$ cat src/assert_macros.svh
// assertion helpers included by the controller
`ifndef ASSERT_MACROS_SVH
`define ASSERT_MACROS_SVH

// same-cycle implication, disabled while reset is low
`define SSD_ASSERT_NOW(label, clk, rst_n, ante, cons) \
  label: assert property (@(posedge clk) disable iff (!rst_n) (ante) |-> (cons)) \
    else $error("ssd assertion failed");

// next-cycle implication, disabled while reset is low
`define SSD_ASSERT_NEXT(label, clk, rst_n, ante, cons) \
  label: assert property (@(posedge clk) disable iff (!rst_n) (ante) |=> (cons)) \
    else $error("ssd assertion failed");

`endif

$ cat src/ssd_pkg.sv
package ssd_pkg;

  localparam int DIGIT_COUNT = 4;
  localparam int PC_W = 6;

  // command codes
  localparam logic [3:0] OP_INIT    = 4'd0;
  localparam logic [3:0] OP_CHAR    = 4'd1;
  localparam logic [3:0] OP_NUMBER  = 4'd2;
  localparam logic [3:0] OP_POINT   = 4'd3;
  localparam logic [3:0] OP_TIME    = 4'd4;
  localparam logic [3:0] OP_ENABLE  = 4'd5;
  localparam logic [3:0] OP_REFRESH = 4'd6;
  localparam logic [3:0] OP_BRIGHT  = 4'd7;
  localparam logic [3:0] OP_SLEEP   = 4'd8;

  // driver register addresses
  localparam logic [3:0] REG_COL1     = 4'd1;
  localparam logic [3:0] REG_COL2     = 4'd2;
  localparam logic [3:0] REG_POINTS   = 4'd3;
  localparam logic [3:0] REG_COL4     = 4'd4;
  localparam logic [3:0] REG_COL5     = 4'd5;
  localparam logic [3:0] REG_COL6     = 4'd6;
  localparam logic [3:0] REG_COL7     = 4'd7;
  localparam logic [3:0] REG_COL8     = 4'd8;
  localparam logic [3:0] REG_DECODE   = 4'd9;
  localparam logic [3:0] REG_BRIGHT   = 4'd10;
  localparam logic [3:0] REG_SCAN     = 4'd11;
  localparam logic [3:0] REG_SHUTDOWN = 4'd12;

  // glyph table indexes beyond the decimal digits
  localparam logic [3:0] GLYPH_DASH   = 4'd10;
  localparam logic [3:0] GLYPH_BLANK  = 4'd11;
  localparam logic [3:0] GLYPH_T      = 4'd12;
  localparam logic [3:0] GLYPH_L      = 4'd13;
  localparam logic [3:0] GLYPH_E      = 4'd14;
  localparam logic [3:0] GLYPH_DEGREE = 4'd15;

  // program entry points
  localparam logic [PC_W-1:0] PC_INIT    = 6'd0;
  localparam logic [PC_W-1:0] PC_CHAR    = 6'd12;
  localparam logic [PC_W-1:0] PC_NUMBER  = 6'd13;
  localparam logic [PC_W-1:0] PC_POINT   = 6'd19;
  localparam logic [PC_W-1:0] PC_TIME    = 6'd21;
  localparam logic [PC_W-1:0] PC_ENABLE  = 6'd22;
  localparam logic [PC_W-1:0] PC_REFRESH = 6'd23;
  localparam logic [PC_W-1:0] PC_BRIGHT  = 6'd30;
  localparam logic [PC_W-1:0] PC_SLEEP   = 6'd31;
  localparam logic [PC_W-1:0] PC_NOP     = 6'd33;
  localparam logic [PC_W-1:0] PC_LAST    = 6'd33;

  typedef enum logic [3:0] {
    ACT_NONE,
    ACT_CLEAR,
    ACT_SET_CHAR,
    ACT_LOAD_NUM,
    ACT_DIV10,
    ACT_PLACE_NUM,
    ACT_SET_POINT,
    ACT_SET_TIME,
    ACT_APPLY_MASK
  } act_t;

  typedef enum logic [2:0] {
    DS_CONST,
    DS_COLUMN,
    DS_POINTS,
    DS_BRIGHT_DEF,
    DS_BRIGHT_REQ,
    DS_SLEEP
  } dsel_t;

  typedef enum logic [2:0] {
    SQ_NEXT,
    SQ_END,
    SQ_FLUSH,
    SQ_RANGE,
    SQ_IF_INIT
  } seq_t;

  typedef struct packed {
    act_t       act;
    logic       emit;
    logic [3:0] addr;
    dsel_t      dsel;
    logic [7:0] kdata;
    seq_t       seq;
  } ucode_t;

  typedef struct packed {
    logic [3:0]  op;
    logic [7:0]  char_code;
    logic [2:0]  position;
    logic [15:0] number;
    logic        point_on;
    logic [6:0]  hour;
    logic [6:0]  minute;
    logic [3:0]  digit_enable;
    logic        flush;
    logic [7:0]  brightness;
    logic        sleep_on;
  } in_item_t;

  typedef struct packed {
    logic [3:0] reg_addr;
    logic [7:0] reg_data;
    logic       last;
  } out_item_t;

  function automatic logic [7:0] glyph_lut(input logic [3:0] idx);
    logic [7:0] g;
    unique case (idx)
      4'd0:         g = 8'hDB;
      4'd1:         g = 8'h03;
      4'd2:         g = 8'hB9;
      4'd3:         g = 8'hB3;
      4'd4:         g = 8'h63;
      4'd5:         g = 8'hF2;
      4'd6:         g = 8'hFA;
      4'd7:         g = 8'h13;
      4'd8:         g = 8'hFB;
      4'd9:         g = 8'hF3;
      GLYPH_DASH:   g = 8'h20;
      GLYPH_BLANK:  g = 8'h00;
      GLYPH_T:      g = 8'hE8;
      GLYPH_L:      g = 8'hC8;
      GLYPH_E:      g = 8'hF8;
      GLYPH_DEGREE: g = 8'h71;
      default:      g = 8'h00;
    endcase
    return g;
  endfunction

  // column bit that each digit drives in the driver's column registers
  function automatic logic [7:0] column_bit(input logic [1:0] d);
    logic [7:0] b;
    unique case (d)
      2'd0:    b = 8'h08;
      2'd1:    b = 8'h80;
      2'd2:    b = 8'h02;
      2'd3:    b = 8'h40;
      default: b = 8'h00;
    endcase
    return b;
  endfunction

  function automatic logic [7:0] glyph_of(input logic [7:0] c);
    logic [7:0] g;
    if (c >= 8'h30 && c <= 8'h39) g = glyph_lut(4'(c - 8'h30));
    else if (c == 8'h4C)          g = glyph_lut(GLYPH_L);
    else if (c == 8'h54)          g = glyph_lut(GLYPH_T);
    else if (c == 8'h45)          g = glyph_lut(GLYPH_E);
    else if (c == 8'h2A)          g = glyph_lut(GLYPH_DEGREE);
    else if (c == 8'h20)          g = glyph_lut(GLYPH_BLANK);
    else                          g = glyph_lut(GLYPH_DASH);
    return g;
  endfunction

  function automatic ucode_t uw(input act_t act, input logic emit, input logic [3:0] addr,
                                input dsel_t dsel, input logic [7:0] kdata, input seq_t seq);
    ucode_t w;
    w.act   = act;
    w.emit  = emit;
    w.addr  = addr;
    w.dsel  = dsel;
    w.kdata = kdata;
    w.seq   = seq;
    return w;
  endfunction

  // microcode program, one control word per step
  function automatic ucode_t ucode_rom(input logic [PC_W-1:0] pc);
    ucode_t w;
    unique case (pc)
      // init: decode off, scan all, wake, clear columns, default brightness
      6'd0:  w = uw(ACT_CLEAR, 1'b1, REG_DECODE, DS_CONST, 8'd0, SQ_NEXT);
      6'd1:  w = uw(ACT_NONE, 1'b1, REG_SCAN, DS_CONST, 8'd7, SQ_NEXT);
      6'd2:  w = uw(ACT_NONE, 1'b1, REG_SHUTDOWN, DS_CONST, 8'd1, SQ_NEXT);
      6'd3:  w = uw(ACT_NONE, 1'b1, REG_COL1, DS_CONST, 8'd0, SQ_NEXT);
      6'd4:  w = uw(ACT_NONE, 1'b1, REG_COL2, DS_CONST, 8'd0, SQ_NEXT);
      6'd5:  w = uw(ACT_NONE, 1'b1, REG_POINTS, DS_CONST, 8'd0, SQ_NEXT);
      6'd6:  w = uw(ACT_NONE, 1'b1, REG_COL4, DS_CONST, 8'd0, SQ_NEXT);
      6'd7:  w = uw(ACT_NONE, 1'b1, REG_COL5, DS_CONST, 8'd0, SQ_NEXT);
      6'd8:  w = uw(ACT_NONE, 1'b1, REG_COL6, DS_CONST, 8'd0, SQ_NEXT);
      6'd9:  w = uw(ACT_NONE, 1'b1, REG_COL7, DS_CONST, 8'd0, SQ_NEXT);
      6'd10: w = uw(ACT_NONE, 1'b1, REG_COL8, DS_CONST, 8'd0, SQ_NEXT);
      6'd11: w = uw(ACT_NONE, 1'b1, REG_BRIGHT, DS_BRIGHT_DEF, 8'd0, SQ_END);
      // char
      6'd12: w = uw(ACT_SET_CHAR, 1'b0, REG_COL1, DS_CONST, 8'd0, SQ_FLUSH);
      // number: load, four digit steps, place
      6'd13: w = uw(ACT_LOAD_NUM, 1'b0, REG_COL1, DS_CONST, 8'd0, SQ_RANGE);
      6'd14: w = uw(ACT_DIV10, 1'b0, REG_COL1, DS_CONST, 8'd0, SQ_NEXT);
      6'd15: w = uw(ACT_DIV10, 1'b0, REG_COL1, DS_CONST, 8'd0, SQ_NEXT);
      6'd16: w = uw(ACT_DIV10, 1'b0, REG_COL1, DS_CONST, 8'd0, SQ_NEXT);
      6'd17: w = uw(ACT_DIV10, 1'b0, REG_COL1, DS_CONST, 8'd0, SQ_NEXT);
      6'd18: w = uw(ACT_PLACE_NUM, 1'b0, REG_COL1, DS_CONST, 8'd0, SQ_FLUSH);
      // point
      6'd19: w = uw(ACT_SET_POINT, 1'b0, REG_COL1, DS_CONST, 8'd0, SQ_NEXT);
      6'd20: w = uw(ACT_NONE, 1'b1, REG_POINTS, DS_POINTS, 8'd0, SQ_END);
      // time, then enable mask, then fall into refresh
      6'd21: w = uw(ACT_SET_TIME, 1'b0, REG_COL1, DS_CONST, 8'd0, SQ_NEXT);
      6'd22: w = uw(ACT_APPLY_MASK, 1'b0, REG_COL1, DS_CONST, 8'd0, SQ_NEXT);
      // refresh: seven column registers, points column skipped
      6'd23: w = uw(ACT_NONE, 1'b1, REG_COL1, DS_COLUMN, 8'd0, SQ_NEXT);
      6'd24: w = uw(ACT_NONE, 1'b1, REG_COL2, DS_COLUMN, 8'd0, SQ_NEXT);
      6'd25: w = uw(ACT_NONE, 1'b1, REG_COL4, DS_COLUMN, 8'd0, SQ_NEXT);
      6'd26: w = uw(ACT_NONE, 1'b1, REG_COL5, DS_COLUMN, 8'd0, SQ_NEXT);
      6'd27: w = uw(ACT_NONE, 1'b1, REG_COL6, DS_COLUMN, 8'd0, SQ_NEXT);
      6'd28: w = uw(ACT_NONE, 1'b1, REG_COL7, DS_COLUMN, 8'd0, SQ_NEXT);
      6'd29: w = uw(ACT_NONE, 1'b1, REG_COL8, DS_COLUMN, 8'd0, SQ_END);
      // brightness
      6'd30: w = uw(ACT_NONE, 1'b1, REG_BRIGHT, DS_BRIGHT_REQ, 8'd0, SQ_END);
      // sleep, only once initialized
      6'd31: w = uw(ACT_NONE, 1'b0, REG_SHUTDOWN, DS_CONST, 8'd0, SQ_IF_INIT);
      6'd32: w = uw(ACT_NONE, 1'b1, REG_SHUTDOWN, DS_SLEEP, 8'd0, SQ_END);
      default: w = uw(ACT_NONE, 1'b0, REG_COL1, DS_CONST, 8'd0, SQ_END);
    endcase
    return w;
  endfunction

  function automatic logic [PC_W-1:0] entry_pc(input logic [3:0] op);
    logic [PC_W-1:0] pc;
    unique case (op)
      OP_INIT:    pc = PC_INIT;
      OP_CHAR:    pc = PC_CHAR;
      OP_NUMBER:  pc = PC_NUMBER;
      OP_POINT:   pc = PC_POINT;
      OP_TIME:    pc = PC_TIME;
      OP_ENABLE:  pc = PC_ENABLE;
      OP_REFRESH: pc = PC_REFRESH;
      OP_BRIGHT:  pc = PC_BRIGHT;
      OP_SLEEP:   pc = PC_SLEEP;
      default:    pc = PC_NOP;
    endcase
    return pc;
  endfunction

endpackage

$ cat src/ssd_datapath.sv
module ssd_datapath import ssd_pkg::*; (
  input  logic       clk,
  input  logic       rst_n,
  input  logic       step_go,
  input  ucode_t     ctl,
  input  in_item_t   item,
  input  logic [3:0] default_brightness,
  output logic [7:0] wr_data,
  output logic       initialized
);

  logic [7:0]  patterns_r [DIGIT_COUNT];
  logic [7:0]  time_r [DIGIT_COUNT];
  logic [7:0]  points_r;
  logic        init_r;
  logic [15:0] work_r;
  logic [3:0]  digits_r [DIGIT_COUNT];

  logic [31:0] div_prod;
  logic [15:0] div_q;
  logic [15:0] div_rem;
  logic [7:0]  ntmp [DIGIT_COUNT];
  logic [14:0] m_prod, h_prod;
  logic [3:0]  mt, ht;
  logic [6:0]  mu_full, hu_full;
  logic [7:0]  tnew [DIGIT_COUNT];
  logic [2:0]  col_idx;
  logic [7:0]  col_data;
  logic [1:0]  pos2;
  logic [7:0]  pbit;

  assign pos2 = item.position[1:0];
  assign pbit = column_bit(pos2);

  // divide by ten through the reciprocal, exact for every 16-bit value
  always_comb begin
    div_prod = work_r * 32'd52429;
    div_q    = 16'(div_prod[31:19]);
    div_rem  = work_r - {div_q[12:0], 3'b000} - {div_q[14:0], 1'b0};
  end

  // right-aligned number glyphs with leading blanking, dash on overflow
  always_comb begin
    if (item.number <= 16'd9999) begin
      ntmp[0] = (digits_r[3] != 4'd0) ? glyph_lut(digits_r[3]) : glyph_lut(GLYPH_BLANK);
      ntmp[1] = (digits_r[3] != 4'd0 || digits_r[2] != 4'd0) ?
                glyph_lut(digits_r[2]) : glyph_lut(GLYPH_BLANK);
      ntmp[2] = (digits_r[3] != 4'd0 || digits_r[2] != 4'd0 || digits_r[1] != 4'd0) ?
                glyph_lut(digits_r[1]) : glyph_lut(GLYPH_BLANK);
      ntmp[3] = glyph_lut(digits_r[0]);
    end else begin
      ntmp[0] = glyph_lut(GLYPH_BLANK);
      ntmp[1] = glyph_lut(GLYPH_BLANK);
      ntmp[2] = glyph_lut(GLYPH_BLANK);
      ntmp[3] = glyph_lut(GLYPH_DASH);
    end
  end

  // hour and minute split into tens and units
  always_comb begin
    m_prod  = item.minute * 15'd205;
    h_prod  = item.hour * 15'd205;
    mt      = m_prod[14:11];
    ht      = h_prod[14:11];
    mu_full = item.minute - 7'({mt, 3'b000}) - 7'({mt, 1'b0});
    hu_full = item.hour - 7'({ht, 3'b000}) - 7'({ht, 1'b0});
    tnew[3] = glyph_lut(mu_full[3:0]);
    tnew[2] = (mt < 4'd9) ? glyph_lut(mt) : glyph_lut(GLYPH_DASH);
    tnew[1] = glyph_lut(hu_full[3:0]);
    if (ht >= 4'd9)      tnew[0] = glyph_lut(GLYPH_DASH);
    else if (ht == 4'd0) tnew[0] = glyph_lut(GLYPH_BLANK);
    else                 tnew[0] = glyph_lut(ht);
  end

  // transpose one segment row into a column register
  always_comb begin
    col_idx  = ctl.addr[2:0] - 3'd1;
    col_data = 8'd0;
    for (int d = 0; d < DIGIT_COUNT; d++) begin
      if (patterns_r[d][col_idx]) col_data = col_data | column_bit(2'(d));
    end
  end

  // write data select
  always_comb begin
    unique case (ctl.dsel)
      DS_CONST:      wr_data = ctl.kdata;
      DS_COLUMN:     wr_data = col_data;
      DS_POINTS:     wr_data = points_r;
      DS_BRIGHT_DEF: wr_data = {4'd0, default_brightness};
      DS_BRIGHT_REQ: wr_data = (item.brightness > 8'd15) ? 8'd15 : item.brightness;
      DS_SLEEP:      wr_data = item.sleep_on ? 8'd0 : 8'd1;
      default:       wr_data = 8'd0;
    endcase
  end

  assign initialized = init_r;

  // display state updates per microcode action
  always_ff @(posedge clk) begin
    if (!rst_n) begin
      for (int d = 0; d < DIGIT_COUNT; d++) begin
        patterns_r[d] <= 8'd0;
        time_r[d]     <= 8'd0;
      end
      points_r <= 8'd0;
      init_r   <= 1'b0;
    end else if (step_go) begin
      unique case (ctl.act)
        ACT_NONE: begin
        end
        ACT_CLEAR: begin
          for (int d = 0; d < DIGIT_COUNT; d++) begin
            patterns_r[d] <= 8'd0;
            time_r[d]     <= 8'd0;
          end
          points_r <= 8'd0;
          init_r   <= 1'b1;
        end
        ACT_SET_CHAR: begin
          if (!item.position[2] && item.char_code != 8'd0)
            patterns_r[pos2] <= glyph_of(item.char_code);
        end
        ACT_LOAD_NUM: begin
        end
        ACT_DIV10: begin
        end
        ACT_PLACE_NUM: begin
          for (int i = 0; i < DIGIT_COUNT; i++) begin
            if (2'(i) <= pos2) patterns_r[i] <= ntmp[2'd3 - pos2 + 2'(i)];
          end
        end
        ACT_SET_POINT: begin
          if (!item.position[2])
            points_r <= item.point_on ? (points_r | pbit) : (points_r & ~pbit);
        end
        ACT_SET_TIME: begin
          for (int d = 0; d < DIGIT_COUNT; d++) time_r[d] <= tnew[d];
        end
        ACT_APPLY_MASK: begin
          for (int d = 0; d < DIGIT_COUNT; d++)
            patterns_r[d] <= item.digit_enable[d] ? time_r[d] : glyph_lut(GLYPH_BLANK);
        end
        default: begin
        end
      endcase
    end
  end

  // number conversion work registers, one decimal digit per step
  always_ff @(posedge clk) begin
    if (step_go && ctl.act == ACT_LOAD_NUM) begin
      work_r <= item.number;
    end else if (step_go && ctl.act == ACT_DIV10) begin
      work_r <= div_q;
      digits_r[DIGIT_COUNT-1] <= div_rem[3:0];
      for (int d = 0; d < DIGIT_COUNT - 1; d++) digits_r[d] <= digits_r[d+1];
    end
  end

endmodule

$ cat src/seven_segment_display_controller.sv
// channel  | direction | handshake        | payload
// in_      | input     | in_valid/stall   | in_item_t   (one command)
// out_     | output    | out_valid/stall  | out_item_t  (one register write)
// cfg_     | input     | cfg_we           | default brightness, 4 bits
//
// one microcode word per unstalled cycle; init 12 steps, refresh 7, number 6
// (1 past the last digit), time 9, enable 8, char 1, point 2, sleep 2 (1
// before init), others 1; char and number add the 7 refresh steps when flushed.
// a command keeps in_stall high until its last step has been taken.
// synchronous active-low reset clears the sequencer, display state and output.
// while out_stall holds a pending write the step counter stays put.
module seven_segment_display_controller import ssd_pkg::*; (
  input  logic      clk,
  input  logic      rst_n,
  input  logic      in_valid,
  output logic      in_stall,
  input  in_item_t  in_payload,
  output logic      out_valid,
  input  logic      out_stall,
  output out_item_t out_payload,
  input  logic      cfg_we,
  input  logic [3:0] cfg_wdata
);

  `include "assert_macros.svh"

  logic            busy_r, busy_nxt;
  logic [PC_W-1:0] pc_r, pc_nxt;
  in_item_t        item_r;
  logic            out_valid_r, out_valid_nxt;
  out_item_t       out_payload_r;
  logic [3:0]      default_brightness_r;
  ucode_t          ctl;
  logic            out_free;
  logic            step_go;
  logic            in_xfer;
  logic [7:0]      wr_data;
  logic            initialized;

  assign ctl      = ucode_rom(pc_r);
  assign out_free = !out_valid_r || !out_stall;
  assign step_go  = busy_r && out_free;
  assign in_stall = busy_r;
  assign in_xfer  = in_valid && !busy_r;

  ssd_datapath u_datapath (
    .clk                (clk),
    .rst_n              (rst_n),
    .step_go            (step_go),
    .ctl                (ctl),
    .item               (item_r),
    .default_brightness (default_brightness_r),
    .wr_data            (wr_data),
    .initialized        (initialized)
  );

  // sequencer next step
  always_comb begin
    busy_nxt = busy_r;
    pc_nxt   = pc_r;
    if (in_xfer) begin
      busy_nxt = 1'b1;
      pc_nxt   = entry_pc(in_payload.op);
    end else if (step_go) begin
      case (ctl.seq)
        SQ_NEXT: pc_nxt = pc_r + 6'd1;
        SQ_END:  busy_nxt = 1'b0;
        SQ_FLUSH: begin
          if (item_r.flush) pc_nxt = PC_REFRESH;
          else              busy_nxt = 1'b0;
        end
        SQ_RANGE: begin
          if (item_r.position[2]) busy_nxt = 1'b0;
          else                    pc_nxt = pc_r + 6'd1;
        end
        SQ_IF_INIT: begin
          if (initialized) pc_nxt = pc_r + 6'd1;
          else             busy_nxt = 1'b0;
        end
        default: busy_nxt = 1'b0;
      endcase
    end
  end

  // output register valid
  always_comb begin
    out_valid_nxt = out_valid_r;
    if (step_go && ctl.emit)       out_valid_nxt = 1'b1;
    else if (out_valid_r && !out_stall) out_valid_nxt = 1'b0;
  end

  // control registers
  always_ff @(posedge clk) begin
    if (!rst_n) begin
      busy_r               <= 1'b0;
      pc_r                 <= PC_NOP;
      out_valid_r          <= 1'b0;
      default_brightness_r <= 4'd8;
    end else begin
      busy_r      <= busy_nxt;
      pc_r        <= pc_nxt;
      out_valid_r <= out_valid_nxt;
      if (cfg_we) default_brightness_r <= cfg_wdata;
    end
  end

  // command capture and write payload
  always_ff @(posedge clk) begin
    if (in_xfer) item_r <= in_payload;
    if (step_go && ctl.emit) begin
      out_payload_r.reg_addr <= ctl.addr;
      out_payload_r.reg_data <= wr_data;
      out_payload_r.last     <= (ctl.seq == SQ_END);
    end
  end

  assign out_valid   = out_valid_r;
  assign out_payload = out_payload_r;

  `SSD_ASSERT_NEXT(a_xfer_starts_program, clk, rst_n, in_xfer, busy_r)
  `SSD_ASSERT_NEXT(a_emit_fills_output, clk, rst_n, step_go && ctl.emit, out_valid_r)
  `SSD_ASSERT_NEXT(a_stall_holds_pc, clk, rst_n, busy_r && !out_free, $stable(pc_r))
  `SSD_ASSERT_NOW(a_pc_in_program, clk, rst_n, busy_r, pc_r <= PC_LAST)

endmodule

$ cat config.mk
export PLATFORM = sky130hd
export DESIGN_NAME = seven_segment_display_controller
export DESIGN_NICKNAME = d
export VERILOG_FILES = /design/src/ssd_pkg.sv /design/src/ssd_datapath.sv /design/src/seven_segment_display_controller.sv
export VERILOG_INCLUDE_DIRS = /design/src /design/src/src
export SDC_FILE = /design/constraint.sdc
export NUM_CORES = 1
export LEC_CHECK = 0
export BUFFER_PORTS_ARGS = -buffer_cell sky130_fd_sc_hd__buf_4
export CORE_MARGIN = 2
export CORE_UTILIZATION = 43
export CTS_CLUSTER_DIAMETER = 100
export DETAILED_ROUTE_END_ITERATION = 10
export SLEW_MARGIN = 20
export SYNTH_ARGS = -nofsm -noshare
export SYNTH_HDL_FRONTEND = slang
export SYNTH_SLANG_ARGS = --single-unit
export TNS_END_PERCENT = 5
$ cat constraint.sdc
create_clock -name clk -period 7.6 [get_ports clk]
set_input_delay 0.38 -clock clk [delete_from_list [all_inputs] [get_ports clk]]
set_output_delay 0.38 -clock clk [all_outputs]
set_load 0.01 [all_outputs]
==> summary.txt <==
Critical path
  • RR Endpoint: u_datapath.digits_r[3][3]$_DFFE_PP_
  • Reg2Reg Setup Slack: 1.28 ns
  • Crit-path cells: ha_1 -> inv_1 -> fa_1 -> inv_1 -> fa_1 -> fa_1 -> fa_1 -> inv_1 -> fa_1 -> inv_1 -> ha_1 -> and4_1 -> nand2_1 -> o21ai_0 -> a21o_1 -> xor2_1 -> ha_1 -> nand2_1 -> nand2_1 -> xnor2_1 -> xnor2_1
  • WS Path Type: reg2reg
  • Worst r2r src: u_datapath.work_r[3]$_DFFE_PP_
  • Setup crit start: u_datapath.work_r[3]$_DFFE_PP_
  • CP startpoint kind: register
  • WP data required: 7.81 ns
  • Most common cell on crit path: fa_1
  • Worst setup EP type: register
  • Crit path max fanout: 6
  • Worst r2r path cells: 21
  • CP Data Arrival Time: 6.54 ns
  • CP peak stage delay: 0.54 ns
  • Worst path slowest cell: fa_1

STA
  • Slew Limit Headroom: 28.8%
  • Final Setup Violations: 0
  • Fin. Hold Viols: 0
  • Slew Limit Fails: 0
  • Tmin final: 6.32 ns
  • Setup tns final: 0 ns
  • F_max: 158 MHz
  • Worst-Margin Slew: 1.06 ns
  • Final worst-path cycle share: 83.2%
  • RSZ-0062 raised after global routing: false
  • Final setup skew: 0.0111 ns

Detailed routing
  • DRC: 0
  • Iter 0 DRT Violations: 835
  • DR WL/cell: 17.5 um
  • Routed Antenna Nets: 0
  • Routed vias/inst: 5.40
  • Vias: 13000
  • WL final: 42.1 mm
  • DRT Pass-1 Iters: 5

Floorplan
  • Starting density of the core: 43.8%
  • Die area: 0.0435 sq mm
  • Ports: 84
  • Core area: 0.0410 sq mm
  • Die X: 208 um
  • Die Y: 208 um
  • FP Rows: 74

Pwr
  • Internal: 2.30 mW
  • Comb power frac: 41.9%
  • Seq pwr share: 33.6%
  • Leak: 9.05 nW
  • Worst VDD drop: 0.199 mV
  • Net Sw Frac: 38.9%
  • Clock power frac: 24.5%
  • Power Dens Cells: 191 mW/mm^2
  • Sw power: 1.47 mW

Cells and area
  • Syn-to-layout area delta: 9.76%
  • Antenna cells: 0
  • Layout cell share with drive strength beyond 1: 9.64%
  • Final Non-Filler Cells: 2399
  • Final Net Count: 2321

CTS
  • Worst-path clk slew: 0.08 ns
  • CTS max path bufs: 2
  • Clk_lat worst skew: 0.48 ns
  • TritonCTS Buffers: 17
  • PostCTS Resize Cnt: 0
  • CTS Root Cell: clkbuf_16
  • Cts hold-fix bufs: 0
  • CTS tree: built
  • CTS Sinks: 198
  • CTS H-tree depth: 4
  • Post-CTS setup buffer count: 0

Min path
  • Hold Crit Endpoint: item_r[10]$_DFFE_PP_
  • Hold Startpoint: in_payload[10]
  • Min-Delay Path Depth: 1
  • Hold WC Path Type: in2reg

Run
  • Maxcap violations: 0

Place
  • DP HPWL: 34.0 mm
  • Placed Instances: 2366
  • GPL Wtd Cong: 0.961
  • Number of port buffers: 83

Synth
  • Yosys cell types: 87
  • Simple-Gate Fraction of Synth Area: 10.7%
  • Synth Flop Type: edfxtp_1
  • Mux contribution to synthesized area: 4.69%
  • Main combinational cell family by area after synthesis: adder cells
  • Post-synthesis cell count: 1794
  • Seq/Total Area, Yosys: 30.4%
  • Mean Syn Cell Area: 10.0 sq um
  • Yosys Warn Count: 0
  • Synth Area in XOR/XNOR: 2.79%
  • Async SR Flop Fraction: 0%
  • Synth Area in Compound Gates: 13.1%
  • Post-synth EDFFs: 150
  • Cell area after synthesis: 0.0180 sq mm
  • Yosys reg bits: 198
  • Synth Area in Adders: 31.7%

GRT
  • Global route overflow: 0
  • Largest net degree at the start of global routing: 63
  • First-pass GRT wire length: 68.6 mm
  • Vias in the first global route: 13100
  • Gr usage total: 20.1%
  • Initial antenna violation count: 0

Run status
  • Status: complete, no violations
==> per-layer routing <==
layer	global-route usage, %	share of wire, %	vias up
met5	0	0	-
met4	6.85	2.7	0
met3	2.99	3.6	68
met2	33.7	48	267
met1	26.5	46	6196
li1	-	-	6427
==> layout by cell type, fill, tap and decap left out, types with 12 or more instances in the layout <==
cell	n
dfxtp_1	48
a21oi_1	109
inv_1	252
nor2_1	129
fa_1	96
ha_1	302
a31oi_1	12
clkbuf_16	17
mux2i_1	45
xnor2_1	22
o21ai_0	66
nand2_1	129
o211ai_1	19
nand3_1	39
buf_4	88
mux2_2	13
xor2_1	22
a211oi_1	24
o221ai_1	27
and3_1	18
a21o_1	16
edfxtp_1	150
nand2b_1	19
nor3_1	25
==> worst max-delay path by stage <==
stage	slack (ns)	cells past startpoint	end
after global placement	1.39	21	u_datapath.digits_r[3][3]$_DFFE_PP_
after detailed placement	1.29	20	u_datapath.work_r[12]$_DFFE_PP_
after global routing	0.96	25	u_datapath.digits_r[3][3]$_DFFE_PP_
after CTS	1.26	20	u_datapath.work_r[12]$_DFFE_PP_
after floorplan	1.99	21	u_datapath.digits_r[3][3]$_DFFE_PP_
final	1.28	21	u_datapath.digits_r[3][3]$_DFFE_PP_
==> power groups by stage <==
| stage | Combinational, mW | Clock (mW) | Sequential (mW) |
|---|---|---|---|
| global route | 1.79 | 0.994 | 1.27 |
| finish | 1.58 | 0.924 | 1.26 |
| CTS | 1.59 | 0.959 | 1.26 |
| floorplan | 1.29 | 0 | 1.27 |
| detailed placement | 1.58 | 0 | 1.29 |
| global placement | 1.54 | 0 | 1.29 |
==> final cells by class <==
class	count	area [sq um]
Clock buffer	17	425
Clock inverter	15	175
Fill cell	3822	21300
Inverter	260	978
Multi-Input combinational cell	1288	11300
Sequential cell	198	5470
Tap cell	532	666
Timing Repair Buffer	89	672
==> kinds of logic (layout without fill, tap and decap cells) <==
logic type               after synthesis  in the layout
AO/OA/AOI/OAI                        350            350
other                                  1              2
buffers and inverters                309            381
XOR/XNOR                              50             50
multiplexers                          70             70
adder cells (fa/ha/maj)              398            398
AND/OR/NAND/NOR                      418            418
flip-flops                           198            198
==> through the flow <==
| step | worst slack [ns] | area (sq um) | hold slack (ns) | power [mW] | util [%] |
|---|---|---|---|---|---|
| finish | 1.28 | 19700 | 0.0708 | 3.77 | 48.1 |
| global route | 0.961 | 19700 | 0.0389 | 4.06 | 48.1 |
| CTS | 1.26 | 19700 | 0.0277 | 3.81 | 48.1 |
| detailed placement | 1.29 | 19100 | 0.400 | 2.87 | 46.6 |
| global placement | 1.39 | 19100 | 0.390 | 2.83 | 46.6 |
| floorplan | 1.99 | 18000 | 0.386 | 2.56 | - |
==> registers in the layout (all words and copies together), names as in the netlist, named ones only <==
signal	cells
ctl	17
default_brightness_r	4
in_stall	1
item_r	56
out_payload	13
out_valid	1
pc_r	6
u_datapath.digits_r	16
u_datapath.initialized	1
u_datapath.patterns_r	28
u_datapath.points_r	4
u_datapath.time_r	28
u_datapath.work_r	16
==> worst max-delay path: cells and delay by family, from the launching register on <==
kind | cells | cell delay [ns]
xor+xnor | 3 | 0.50
simple gates | 4 | 0.55
flops | 1 | 0.53
fa+ha+maj | 8 | 3.61
compound gates | 2 | 0.66
buf+inv | 4 | 0.24
==> cell usage after synthesis, types with 4 or more instances <==
library cell	count	area share (%)
a211o_1	8	0.39
a211oi_1	24	1.0
a211oi_2	4	0.28
a21o_1	16	0.67
a21oi_1	109	3.0
a221oi_1	5	0.24
a311oi_1	8	0.39
a31oi_1	12	0.42
and2_1	6	0.21
and3_1	18	0.63
buf_1	4	0.083
clkbuf_1	39	0.81
dfxtp_1	48	5.3
edfxtp_1	150	25
fa_1	96	11
ha_1	302	21
inv_1	252	5.3
inv_2	6	0.13
mux2_2	13	0.81
mux2i_1	46	2.6
mux4_2	10	1.3
nand2_1	129	2.7
nand2b_1	19	0.66
nand3_1	39	1.1
nand4_1	8	0.28
nor2_1	129	2.7
nor2b_1	11	0.38
nor3_1	25	0.70
nor3b_1	7	0.29
o211ai_1	19	0.79
o21a_1	6	0.25
o21ai_0	66	1.8
o221ai_1	27	1.3
o31a_1	4	0.19
o31ai_1	6	0.25
or2_2	5	0.17
or3_1	4	0.14
xnor2_1	22	1.1
xor2_1	22	1.1
Power figures use the tool's default switching activity.
